===== config.mk =====
export PLATFORM = sky130hd
export DESIGN_NAME = nf4_block_quantizer_unit
export DESIGN_NICKNAME = d
export VERILOG_FILES = /design/src/nf4q_pkg.sv /design/src/nf4q_ram.sv /design/src/nf4q_datapath.sv /design/src/nf4q_ctrl.sv /design/src/nf4_block_quantizer_unit.sv
export SDC_FILE = /design/constraint.sdc
export NUM_CORES = 2
export LEC_CHECK = 0
export ABC_AREA = 1
export CAP_MARGIN = 20
export CORE_MARGIN = 2
export CORE_UTILIZATION = 49
export DETAILED_ROUTE_END_ITERATION = 12
export DONT_BUFFER_PORTS = 1
export GPL_ROUTABILITY_DRIVEN = 0
export HOLD_SLACK_MARGIN = 0.06
export PLACE_DENSITY = 0.76
export SYNTH_ARGS = -nofsm -noshare
export SYNTH_HDL_FRONTEND = slang
export SYNTH_SLANG_ARGS = --single-unit

===== constraint.sdc =====
create_clock -name clk -period 9.38 [get_ports clk]
set_input_delay 0.938 -clock clk [delete_from_list [all_inputs] [get_ports clk]]
set_output_delay 0.938 -clock clk [all_outputs]
set_load 0.02 [all_outputs]

===== src/nf4q_pkg.sv =====
// ----------------------------------------------------------------------------
// nf4q_pkg
// Shared types, sizes and the NF4 midpoint table for the NF4 block quantizer.
// ----------------------------------------------------------------------------
`default_nettype none

package nf4q_pkg;

    localparam int MAX_BLOCK = 64;
    localparam int MAX_PAIRS = MAX_BLOCK / 2;
    localparam int ADDR_W    = $clog2(MAX_BLOCK);
    localparam int FILL_W    = $clog2(MAX_BLOCK + 1);
    localparam int BYTE_W    = $clog2(MAX_PAIRS);
    localparam int PAIRS_W   = 6;
    localparam int SAMPLE_W  = 16;
    localparam int MID_W     = 17;
    localparam int THR_W     = 33;
    localparam int NUM_MIDS  = 15;
    localparam int STEP_W    = 2;

    localparam logic [PAIRS_W-1:0] PAIRS_RESET = PAIRS_W'(32);

    typedef struct packed {
        logic signed [SAMPLE_W-1:0] sample;
        logic                       last_in_tensor;
    } in_item_t;

    typedef struct packed {
        logic [7:0]          packed_byte;
        logic [SAMPLE_W-1:0] block_scale;
        logic                last_of_block;
        logic                last_of_tensor;
    } out_item_t;

    typedef struct packed {
        logic              load;
        logic              thr_en;
        logic [3:0]        thr_sel;
        logic              rd_en;
        logic              srch_en;
        logic [STEP_W-1:0] step;
        logic [BYTE_W-1:0] byte_idx;
        logic              phase;
        logic              clear;
    } cmd_t;

    typedef struct packed {
        logic close_blk;
        logic lo_absent;
        logic last_byte;
    } stat_t;

    // Midpoints between adjacent NF4 levels, in units of 2^-16.
    function automatic logic signed [MID_W-1:0] nf4_mid(input logic [3:0] sel);
        logic signed [MID_W-1:0] m;
        case (sel)
            4'd0:    m = -17'sd55581;
            4'd1:    m = -17'sd40019;
            4'd2:    m = -17'sd30146;
            4'd3:    m = -17'sd22259;
            4'd4:    m = -17'sd15375;
            4'd5:    m = -17'sd9041;
            4'd6:    m = -17'sd2985;
            4'd7:    m = 17'sd2608;
            4'd8:    m = 17'sd7880;
            4'd9:    m = 17'sd13336;
            4'd10:   m = 17'sd19136;
            4'd11:   m = 17'sd25513;
            4'd12:   m = 17'sd32876;
            4'd13:   m = 17'sd42126;
            4'd14:   m = 17'sd56459;
            default: m = 17'sd0;
        endcase
        return m;
    endfunction

endpackage

`default_nettype wire


===== src/nf4q_ram.sv =====
// ----------------------------------------------------------------------------
// nf4q_ram
// Generic single-port-write, single-port-read RAM with registered read data.
// ----------------------------------------------------------------------------
`default_nettype none

module nf4q_ram #(
    parameter int WIDTH = 16,
    parameter int DEPTH = 64
) (
    input  wire logic                     clk,
    input  wire logic                     we,
    input  wire logic [$clog2(DEPTH)-1:0] waddr,
    input  wire logic [WIDTH-1:0]         wdata,
    input  wire logic                     re,
    input  wire logic [$clog2(DEPTH)-1:0] raddr,
    output logic      [WIDTH-1:0]         rdata
);

    logic [WIDTH-1:0] mem [0:DEPTH-1];

    always_ff @(posedge clk)
    begin
        if (we)
        begin
            mem[waddr] <= wdata;
        end
        if (re)
        begin
            rdata <= mem[raddr];
        end
    end

endmodule

`default_nettype wire


===== src/nf4q_datapath.sv =====
// ----------------------------------------------------------------------------
// nf4q_datapath
// Block store, running magnitude maximum, threshold registers, binary search
// over the thresholds and the output byte register.
// ----------------------------------------------------------------------------
`default_nettype none

module nf4q_datapath
    import nf4q_pkg::*;
(
    input  wire logic                clk,
    input  wire logic                rst_n,
    input  wire logic                cfg_we,
    input  wire logic [PAIRS_W-1:0]  cfg_wdata,
    input  wire in_item_t            in_data,
    input  wire cmd_t                cmd,
    output stat_t                    stat,
    output out_item_t                out_data
);

    logic [PAIRS_W-1:0]     block_pairs_reg;
    logic [FILL_W-1:0]      fill_reg, fill_next;
    logic [SAMPLE_W-1:0]    absmax_reg, absmax_next;
    logic signed [THR_W-1:0] thr_reg [0:NUM_MIDS-1];
    logic [3:0]             idx_reg, idx_next;
    logic [7:0]             byte_reg, byte_next;
    logic                   tlast_reg;

    logic [FILL_W-1:0]      pairs_clamped;
    logic [FILL_W-1:0]      blk_len;
    logic [FILL_W-1:0]      fill_inc;
    logic [SAMPLE_W-1:0]    mag;
    logic [SAMPLE_W-1:0]    scale;
    logic signed [2*MID_W-1:0] prod;
    logic [SAMPLE_W-1:0]    rdata;
    logic signed [THR_W-1:0] lhs;
    logic [3:0]             cand;
    logic [FILL_W-1:0]      odd_pos;
    logic                   ram_we;

    nf4q_ram #(
        .WIDTH (SAMPLE_W),
        .DEPTH (MAX_BLOCK)
    ) u_store (
        .clk   (clk),
        .we    (ram_we),
        .waddr (fill_reg[ADDR_W-1:0]),
        .wdata (in_data.sample),
        .re    (cmd.rd_en),
        .raddr ({cmd.byte_idx, cmd.phase}),
        .rdata (rdata)
    );

    always_comb
    begin
        if (block_pairs_reg == '0)
        begin
            pairs_clamped = FILL_W'(1);
        end
        else if (FILL_W'(block_pairs_reg) > FILL_W'(MAX_PAIRS))
        begin
            pairs_clamped = FILL_W'(MAX_PAIRS);
        end
        else
        begin
            pairs_clamped = FILL_W'(block_pairs_reg);
        end
    end

    assign blk_len  = FILL_W'({pairs_clamped, 1'b0});
    assign fill_inc = (fill_reg < FILL_W'(MAX_BLOCK)) ? fill_reg + FILL_W'(1) : fill_reg;
    assign ram_we   = cmd.load && (fill_reg < FILL_W'(MAX_BLOCK));
    assign mag      = in_data.sample[SAMPLE_W-1] ? (~in_data.sample + SAMPLE_W'(1))
                                                 : in_data.sample;
    assign scale    = (absmax_reg == '0) ? SAMPLE_W'(1) : absmax_reg;
    assign prod     = nf4_mid(cmd.thr_sel) * $signed({1'b0, scale});
    assign lhs      = $signed({rdata[SAMPLE_W-1], rdata, 16'h0000});
    assign cand     = idx_reg | (4'b1000 >> cmd.step);
    assign odd_pos  = FILL_W'({cmd.byte_idx, 1'b1});

    assign stat.close_blk = in_data.last_in_tensor || (fill_inc >= blk_len);
    assign stat.lo_absent = odd_pos >= fill_reg;
    assign stat.last_byte = (odd_pos + FILL_W'(1)) >= fill_reg;

    always_comb
    begin
        fill_next   = fill_reg;
        absmax_next = absmax_reg;
        if (cmd.load)
        begin
            fill_next = fill_inc;
            if (mag > absmax_reg)
            begin
                absmax_next = mag;
            end
        end
        if (cmd.clear)
        begin
            fill_next   = '0;
            absmax_next = '0;
        end
    end

    always_comb
    begin
        idx_next  = idx_reg;
        byte_next = byte_reg;
        if (cmd.rd_en)
        begin
            idx_next = '0;
        end
        else if (cmd.srch_en)
        begin
            if (lhs > thr_reg[4'(cand - 4'd1)])
            begin
                idx_next = cand;
            end
            if (cmd.step == STEP_W'(3))
            begin
                if (cmd.phase)
                begin
                    byte_next = {byte_reg[7:4], idx_next};
                end
                else
                begin
                    byte_next = {idx_next, 4'h0};
                end
            end
        end
    end

    always_ff @(posedge clk or negedge rst_n)
    begin
        if (!rst_n)
        begin
            block_pairs_reg <= PAIRS_RESET;
            fill_reg        <= '0;
            absmax_reg      <= '0;
        end
        else
        begin
            if (cfg_we)
            begin
                block_pairs_reg <= cfg_wdata;
            end
            fill_reg   <= fill_next;
            absmax_reg <= absmax_next;
        end
    end

    always_ff @(posedge clk)
    begin
        idx_reg  <= idx_next;
        byte_reg <= byte_next;
        if (cmd.load)
        begin
            tlast_reg <= in_data.last_in_tensor;
        end
        if (cmd.thr_en)
        begin
            thr_reg[cmd.thr_sel] <= prod[THR_W-1:0];
        end
    end

    assign out_data.packed_byte    = byte_reg;
    assign out_data.block_scale    = scale;
    assign out_data.last_of_block  = stat.last_byte;
    assign out_data.last_of_tensor = stat.last_byte && tlast_reg;

endmodule

`default_nettype wire


===== src/nf4q_ctrl.sv =====
// ----------------------------------------------------------------------------
// nf4q_ctrl
// Sequencer for loading a block, building thresholds and emitting bytes.
// ----------------------------------------------------------------------------
`default_nettype none

module nf4q_ctrl
    import nf4q_pkg::*;
(
    input  wire logic  clk,
    input  wire logic  rst_n,
    input  wire logic  in_valid,
    output logic       in_ready,
    output logic       out_valid,
    input  wire logic  out_ready,
    input  wire stat_t stat,
    output cmd_t       cmd
);

    typedef enum logic [2:0] {
        S_LOAD,
        S_THR,
        S_RD,
        S_SRCH,
        S_OUT
    } state_t;

    state_t            state_reg;
    logic              in_ready_reg;
    logic              out_valid_reg;
    logic [3:0]        thr_cnt_reg;
    logic [BYTE_W-1:0] byte_idx_reg;
    logic              phase_reg;
    logic [STEP_W-1:0] step_reg;
    logic              in_acc;
    logic              out_acc;

    assign in_acc  = in_valid && in_ready_reg;
    assign out_acc = out_valid_reg && out_ready;

    always_comb
    begin
        cmd          = '0;
        cmd.load     = in_acc;
        cmd.thr_en   = (state_reg == S_THR);
        cmd.thr_sel  = thr_cnt_reg;
        cmd.rd_en    = (state_reg == S_RD);
        cmd.srch_en  = (state_reg == S_SRCH);
        cmd.step     = step_reg;
        cmd.byte_idx = byte_idx_reg;
        cmd.phase    = phase_reg;
        cmd.clear    = out_acc && stat.last_byte;
    end

    always_ff @(posedge clk or negedge rst_n)
    begin
        if (!rst_n)
        begin
            state_reg     <= S_LOAD;
            in_ready_reg  <= 1'b1;
            out_valid_reg <= 1'b0;
            thr_cnt_reg   <= '0;
            byte_idx_reg  <= '0;
            phase_reg     <= 1'b0;
            step_reg      <= '0;
        end
        else
        begin
            case (state_reg)
                S_LOAD:
                begin
                    if (in_acc && stat.close_blk)
                    begin
                        state_reg    <= S_THR;
                        in_ready_reg <= 1'b0;
                        thr_cnt_reg  <= '0;
                    end
                end
                S_THR:
                begin
                    if (thr_cnt_reg == 4'(NUM_MIDS - 1))
                    begin
                        state_reg    <= S_RD;
                        byte_idx_reg <= '0;
                        phase_reg    <= 1'b0;
                    end
                    else
                    begin
                        thr_cnt_reg <= thr_cnt_reg + 4'd1;
                    end
                end
                S_RD:
                begin
                    state_reg <= S_SRCH;
                    step_reg  <= '0;
                end
                S_SRCH:
                begin
                    if (step_reg == STEP_W'(3))
                    begin
                        if (!phase_reg && !stat.lo_absent)
                        begin
                            phase_reg <= 1'b1;
                            state_reg <= S_RD;
                        end
                        else
                        begin
                            state_reg     <= S_OUT;
                            out_valid_reg <= 1'b1;
                        end
                    end
                    else
                    begin
                        step_reg <= step_reg + STEP_W'(1);
                    end
                end
                S_OUT:
                begin
                    if (out_ready)
                    begin
                        out_valid_reg <= 1'b0;
                        if (stat.last_byte)
                        begin
                            state_reg    <= S_LOAD;
                            in_ready_reg <= 1'b1;
                        end
                        else
                        begin
                            byte_idx_reg <= byte_idx_reg + BYTE_W'(1);
                            phase_reg    <= 1'b0;
                            state_reg    <= S_RD;
                        end
                    end
                end
                default:
                begin
                    state_reg     <= S_LOAD;
                    in_ready_reg  <= 1'b1;
                    out_valid_reg <= 1'b0;
                end
            endcase
        end
    end

    assign in_ready  = in_ready_reg;
    assign out_valid = out_valid_reg;

endmodule

`default_nettype wire


===== src/nf4_block_quantizer_unit.sv =====
// ----------------------------------------------------------------------------
// nf4_block_quantizer_unit
// NF4 block quantizer: buffers a block of signed samples and emits packed
// 4-bit indices, two per byte, each byte tagged with the block scale.
// ----------------------------------------------------------------------------
// Usage: samples enter on in_valid/in_ready, one item per cycle while a
// block is being loaded. A block closes when it holds twice block_pairs
// samples (block_pairs read as 1 when zero and capped at 32) or on an
// item marked last_in_tensor. The unit then stops taking items,
// multiplies the block scale by each NF4 midpoint (one shared
// multiplier), and then emits one byte item per sample pair on
// out_valid/out_ready. Each sample costs one block-store read plus a
// four-step binary search over the thresholds; a padded final byte holds
// a single sample in its high nibble. in_ready returns the cycle after
// the last byte is taken. When the receiver stalls, the byte item holds
// on out_data and the unit waits. Reset clears the fill count and
// maximum, sets block_pairs to 32 and leaves the unit ready for input.
// cfg_we writes block_pairs directly.
// ----------------------------------------------------------------------------
`default_nettype none

module nf4_block_quantizer_unit
    import nf4q_pkg::*;
(
    input  wire logic               clk,
    input  wire logic               rst_n,
    input  wire logic               cfg_we,
    input  wire logic [PAIRS_W-1:0] cfg_wdata,
    input  wire logic               in_valid,
    output logic                    in_ready,
    input  wire in_item_t           in_data,
    output logic                    out_valid,
    input  wire logic               out_ready,
    output out_item_t               out_data
);

    cmd_t  cmd;
    stat_t stat;

    nf4q_ctrl u_ctrl (
        .clk       (clk),
        .rst_n     (rst_n),
        .in_valid  (in_valid),
        .in_ready  (in_ready),
        .out_valid (out_valid),
        .out_ready (out_ready),
        .stat      (stat),
        .cmd       (cmd)
    );

    nf4q_datapath u_dp (
        .clk       (clk),
        .rst_n     (rst_n),
        .cfg_we    (cfg_we),
        .cfg_wdata (cfg_wdata),
        .in_data   (in_data),
        .cmd       (cmd),
        .stat      (stat),
        .out_data  (out_data)
    );

endmodule

`default_nettype wire


==> qor.yml <==
run_status:
  run_status: "finished clean"
clock_tree:
  cts-buffers-inserted: 149
  clock_latency_ns: 0.80
  cts_num_sinks: 1594
  path_clk_slew_ns: 0.06
  htreeDepth: 4
  post_cts_buffers: 0
  cts-root-buf: "clkbuf_16"
  ctsLongestPathBuffers: 3
  cts_tree: "done"
place:
  place_ws_ns: 1.35
  io_buffers: 0
  dp.cells: 8651
  hpwl_mm: 123
hold_path:
  holdCritPathClass: "input port to flip-flop"
  min_from: "cfg_we"
sta:
  tightest_slew_ns: 1.14
  hold_violations: 0
  fin_tns_setup_ns: 0
  rsz0062_at_grt: "false"
  finalSetupViolCount: 0
  worst_clock_skew_ns: 0.0334
  layout_setup_ws_ns: 1.44
  clock.fmax_mhz: 126
  slew_headroom_pct: 23.8
  min_period_ns: 7.94
  period_share_pct: 84.7
  drv_slew: 0
synth:
  syn_nets: 7289
  ys_ff_latch: 1594
  ys_async_sr_fraction_pct: 2.89
  synth_top_area_share_pct: 60.3
  synth_cell_types: 51
  ys.flop_type: "edfxtp_1"
  syn_inst: 6836
  synth_area_um2: 76900
  synth.most_common_cell: "edfxtp_1"
  synth.top_cells.by_count: "edfxtp_1 (1544), nor2_1 (1172), o21ai_0 (912), inv_1 (684), nand2_1 (664)"
  ys_warn_count: 0
  synth-seq-area-share_pct: 61.9
  synthTopCellsByArea: "edfxtp_1 (60%), fa_1 (7.1%), o21ai_0 (5.9%), nor2_1 (5.7%), inv_1 (3.3%)"
  synth_edf_count: 1544
  yosys.area.top_type: "edfxtp_1"
  syn_avg_cell_area_um2: 11.2
global_route:
  grt_pass1_wl_mm: 309
  grt_usage_pct: 25.4
  grt_max_degree: 191
  grt_pass1_vias: 51600
  grt_use_met1_pct: 34.8
  grt_antenna_before_repair: 4
  grt.overflow.total: 0
  grt_use_met3_pct: 5.27
  top_usage_layer: "met2"
  met2_usage_pct: 39.6
final_layout:
  diodes: 0
  multi_input_area_um2: 25100
  num-fill-cells: 12600
  nets: 7204
  drive_gt1_share_pct: 5.93
  layout.cells.non_filler: 8924
  area_growth_pct: 8.98
  seq_area_um2: 47600
  largest_reg_flops: 1024
worst_setup_path:
  worstSetupStartpoint: "u_ctrl.thr_cnt_reg[3]"
  cp.arrival_ns: 8.38
  worst_setup_path_start_kind: "flip-flop"
  critical_path_class: "flip-flop to flip-flop"
  crit_path_end_kind: "flip-flop"
  cp_common_cell: "fa_1"
  reg2reg_from: "u_ctrl.thr_cnt_reg[3]"
  cp_cell_sequence: "nor2_1, inv_1, nor2_1, a21oi_1, nand2_1, clkinv_1, nand2_1, fa_1, fa_1, fa_1, inv_1, fa_1, fa_1, inv_1, fa_1, inv_1, ha_1, a21oi_1, o21ai_0, a21oi_1, o2111ai_1, a21oi_1, xor2_1"
  crit_path_max_fanout: 19
  critPathMaxStageDelay_ns: 0.87
  slowest_stage: "xor2_1"
  worst_ep_required_time_ns: 9.82
floorplan:
  num_io_pins: 56
  core-area_um2: 156000
  start_util_pct: 49.3
  die_h_um: 400
  num_rows: 145
  die_x_um: 400
  fp.dieArea_um2: 160000
drt:
  wl_mm: 205
  viasPerCell: 6.04
  drc: 0
  first_iter_violations: 7869
  route.vias.total: 53900
  wl_per_cell_um: 23.0
  ant_nets: 0
  dr.pass1.iters: 6
run:
  maxCapViolations: 0
## cells by family after synthesis
family,share of synthesized area (%)
AND/OR/NAND/NOR,11.2
flip-flops,61.9
AO/OA/AOI/OAI,10.9
buffers and inverters,5.65
adder cells (fa/ha/maj),9.59
XOR/XNOR,0.627
multiplexers,0.0439
## layer usage
| layer | share of wire, % | vias up | routed length, um |
|---|---|---|---|
| met2 | 46 | 3563 | 94500 |
| met4 | 4.5 | 4 | 9200 |
| met5 | 0.011 | - | 23 |
| met1 | 37 | 26200 | 76800 |
| met3 | 12 | 568 | 24900 |
| li1 | - | 23600 | - |
## what timing repair did
action | CTS | global route
resized for setup | 0 | 0
hold buffers | 2 | 0
hold endpoints to repair | 46 | 0
## worst max-delay path, delay by kind of cell, from the launching register on
kind                     cells  cell delay (ns)
XOR/XNOR                     1             0.87
buffers and inverters        5             0.79
AO/OA/AOI/OAI                6             0.95
AND/OR/NAND/NOR              4             1.11
adder cells (fa/ha/maj)      7             3.29
flip-flops                   1             0.57
## through the flow
step / hold slack, ns / instance area [um2] / util, %
after floorplan: 0.479 / 76900 / -
after global placement: 0.510 / 79100 / 50.7
after detailed placement: 0.524 / 79100 / 50.7
after CTS: 0.196 / 83700 / 53.7
after global routing: 0.207 / 83800 / 53.7
final: 0.223 / 83800 / 53.7
## cell usage in the layout (no fill, tap or decap), drive strengths merged, types with 8 or more instances in the layout
master	netlist	layout
nand3	248	248
a31oi	8	8
a211oi	21	21
nor3	29	29
nor2	1173	1173
dfrtp	44	44
o21ai	919	919
buf	124	150
o211ai	45	45
edfxtp	1544	1544
a21oi	105	105
nand2	667	667
o22ai	307	307
nand4	26	26
inv	686	695
ha	151	151
xnor2	23	23
nor4	14	14
clkinv	21	90
clkbuf	263	177
o221ai	56	56
fa	274	274
o32ai	13	13
xor2	32	32
## worst paths after layout
check,endpoint,slack (ns),cells past startpoint
worst min-delay path,u_dp.block_pairs_reg[5],0.22,1
max in group asynchronous,u_dp.block_pairs_reg[5],8.34,2
min in group asynchronous,u_dp.fill_reg[2],0.76,2
worst max register to register,u_dp.thr_reg[5][32],1.44,23
worst max-delay path,u_dp.thr_reg[5][32],1.44,23
worst min register to register,u_dp.idx_reg[3],0.54,2
## layout make-up
cell class	instances	area share (%)
well taps	2058	3.07
inverters	707	3.19
flip-flops and latches	1594	56.8
repair buffers	151	1.44
clock inverters	89	0.877
multi-input cells	4148	30.0
clock buffers	177	4.63
Power is not shown: default switching activity piles up to over one toggle a cycle in this logic, so the estimate is an artifact.
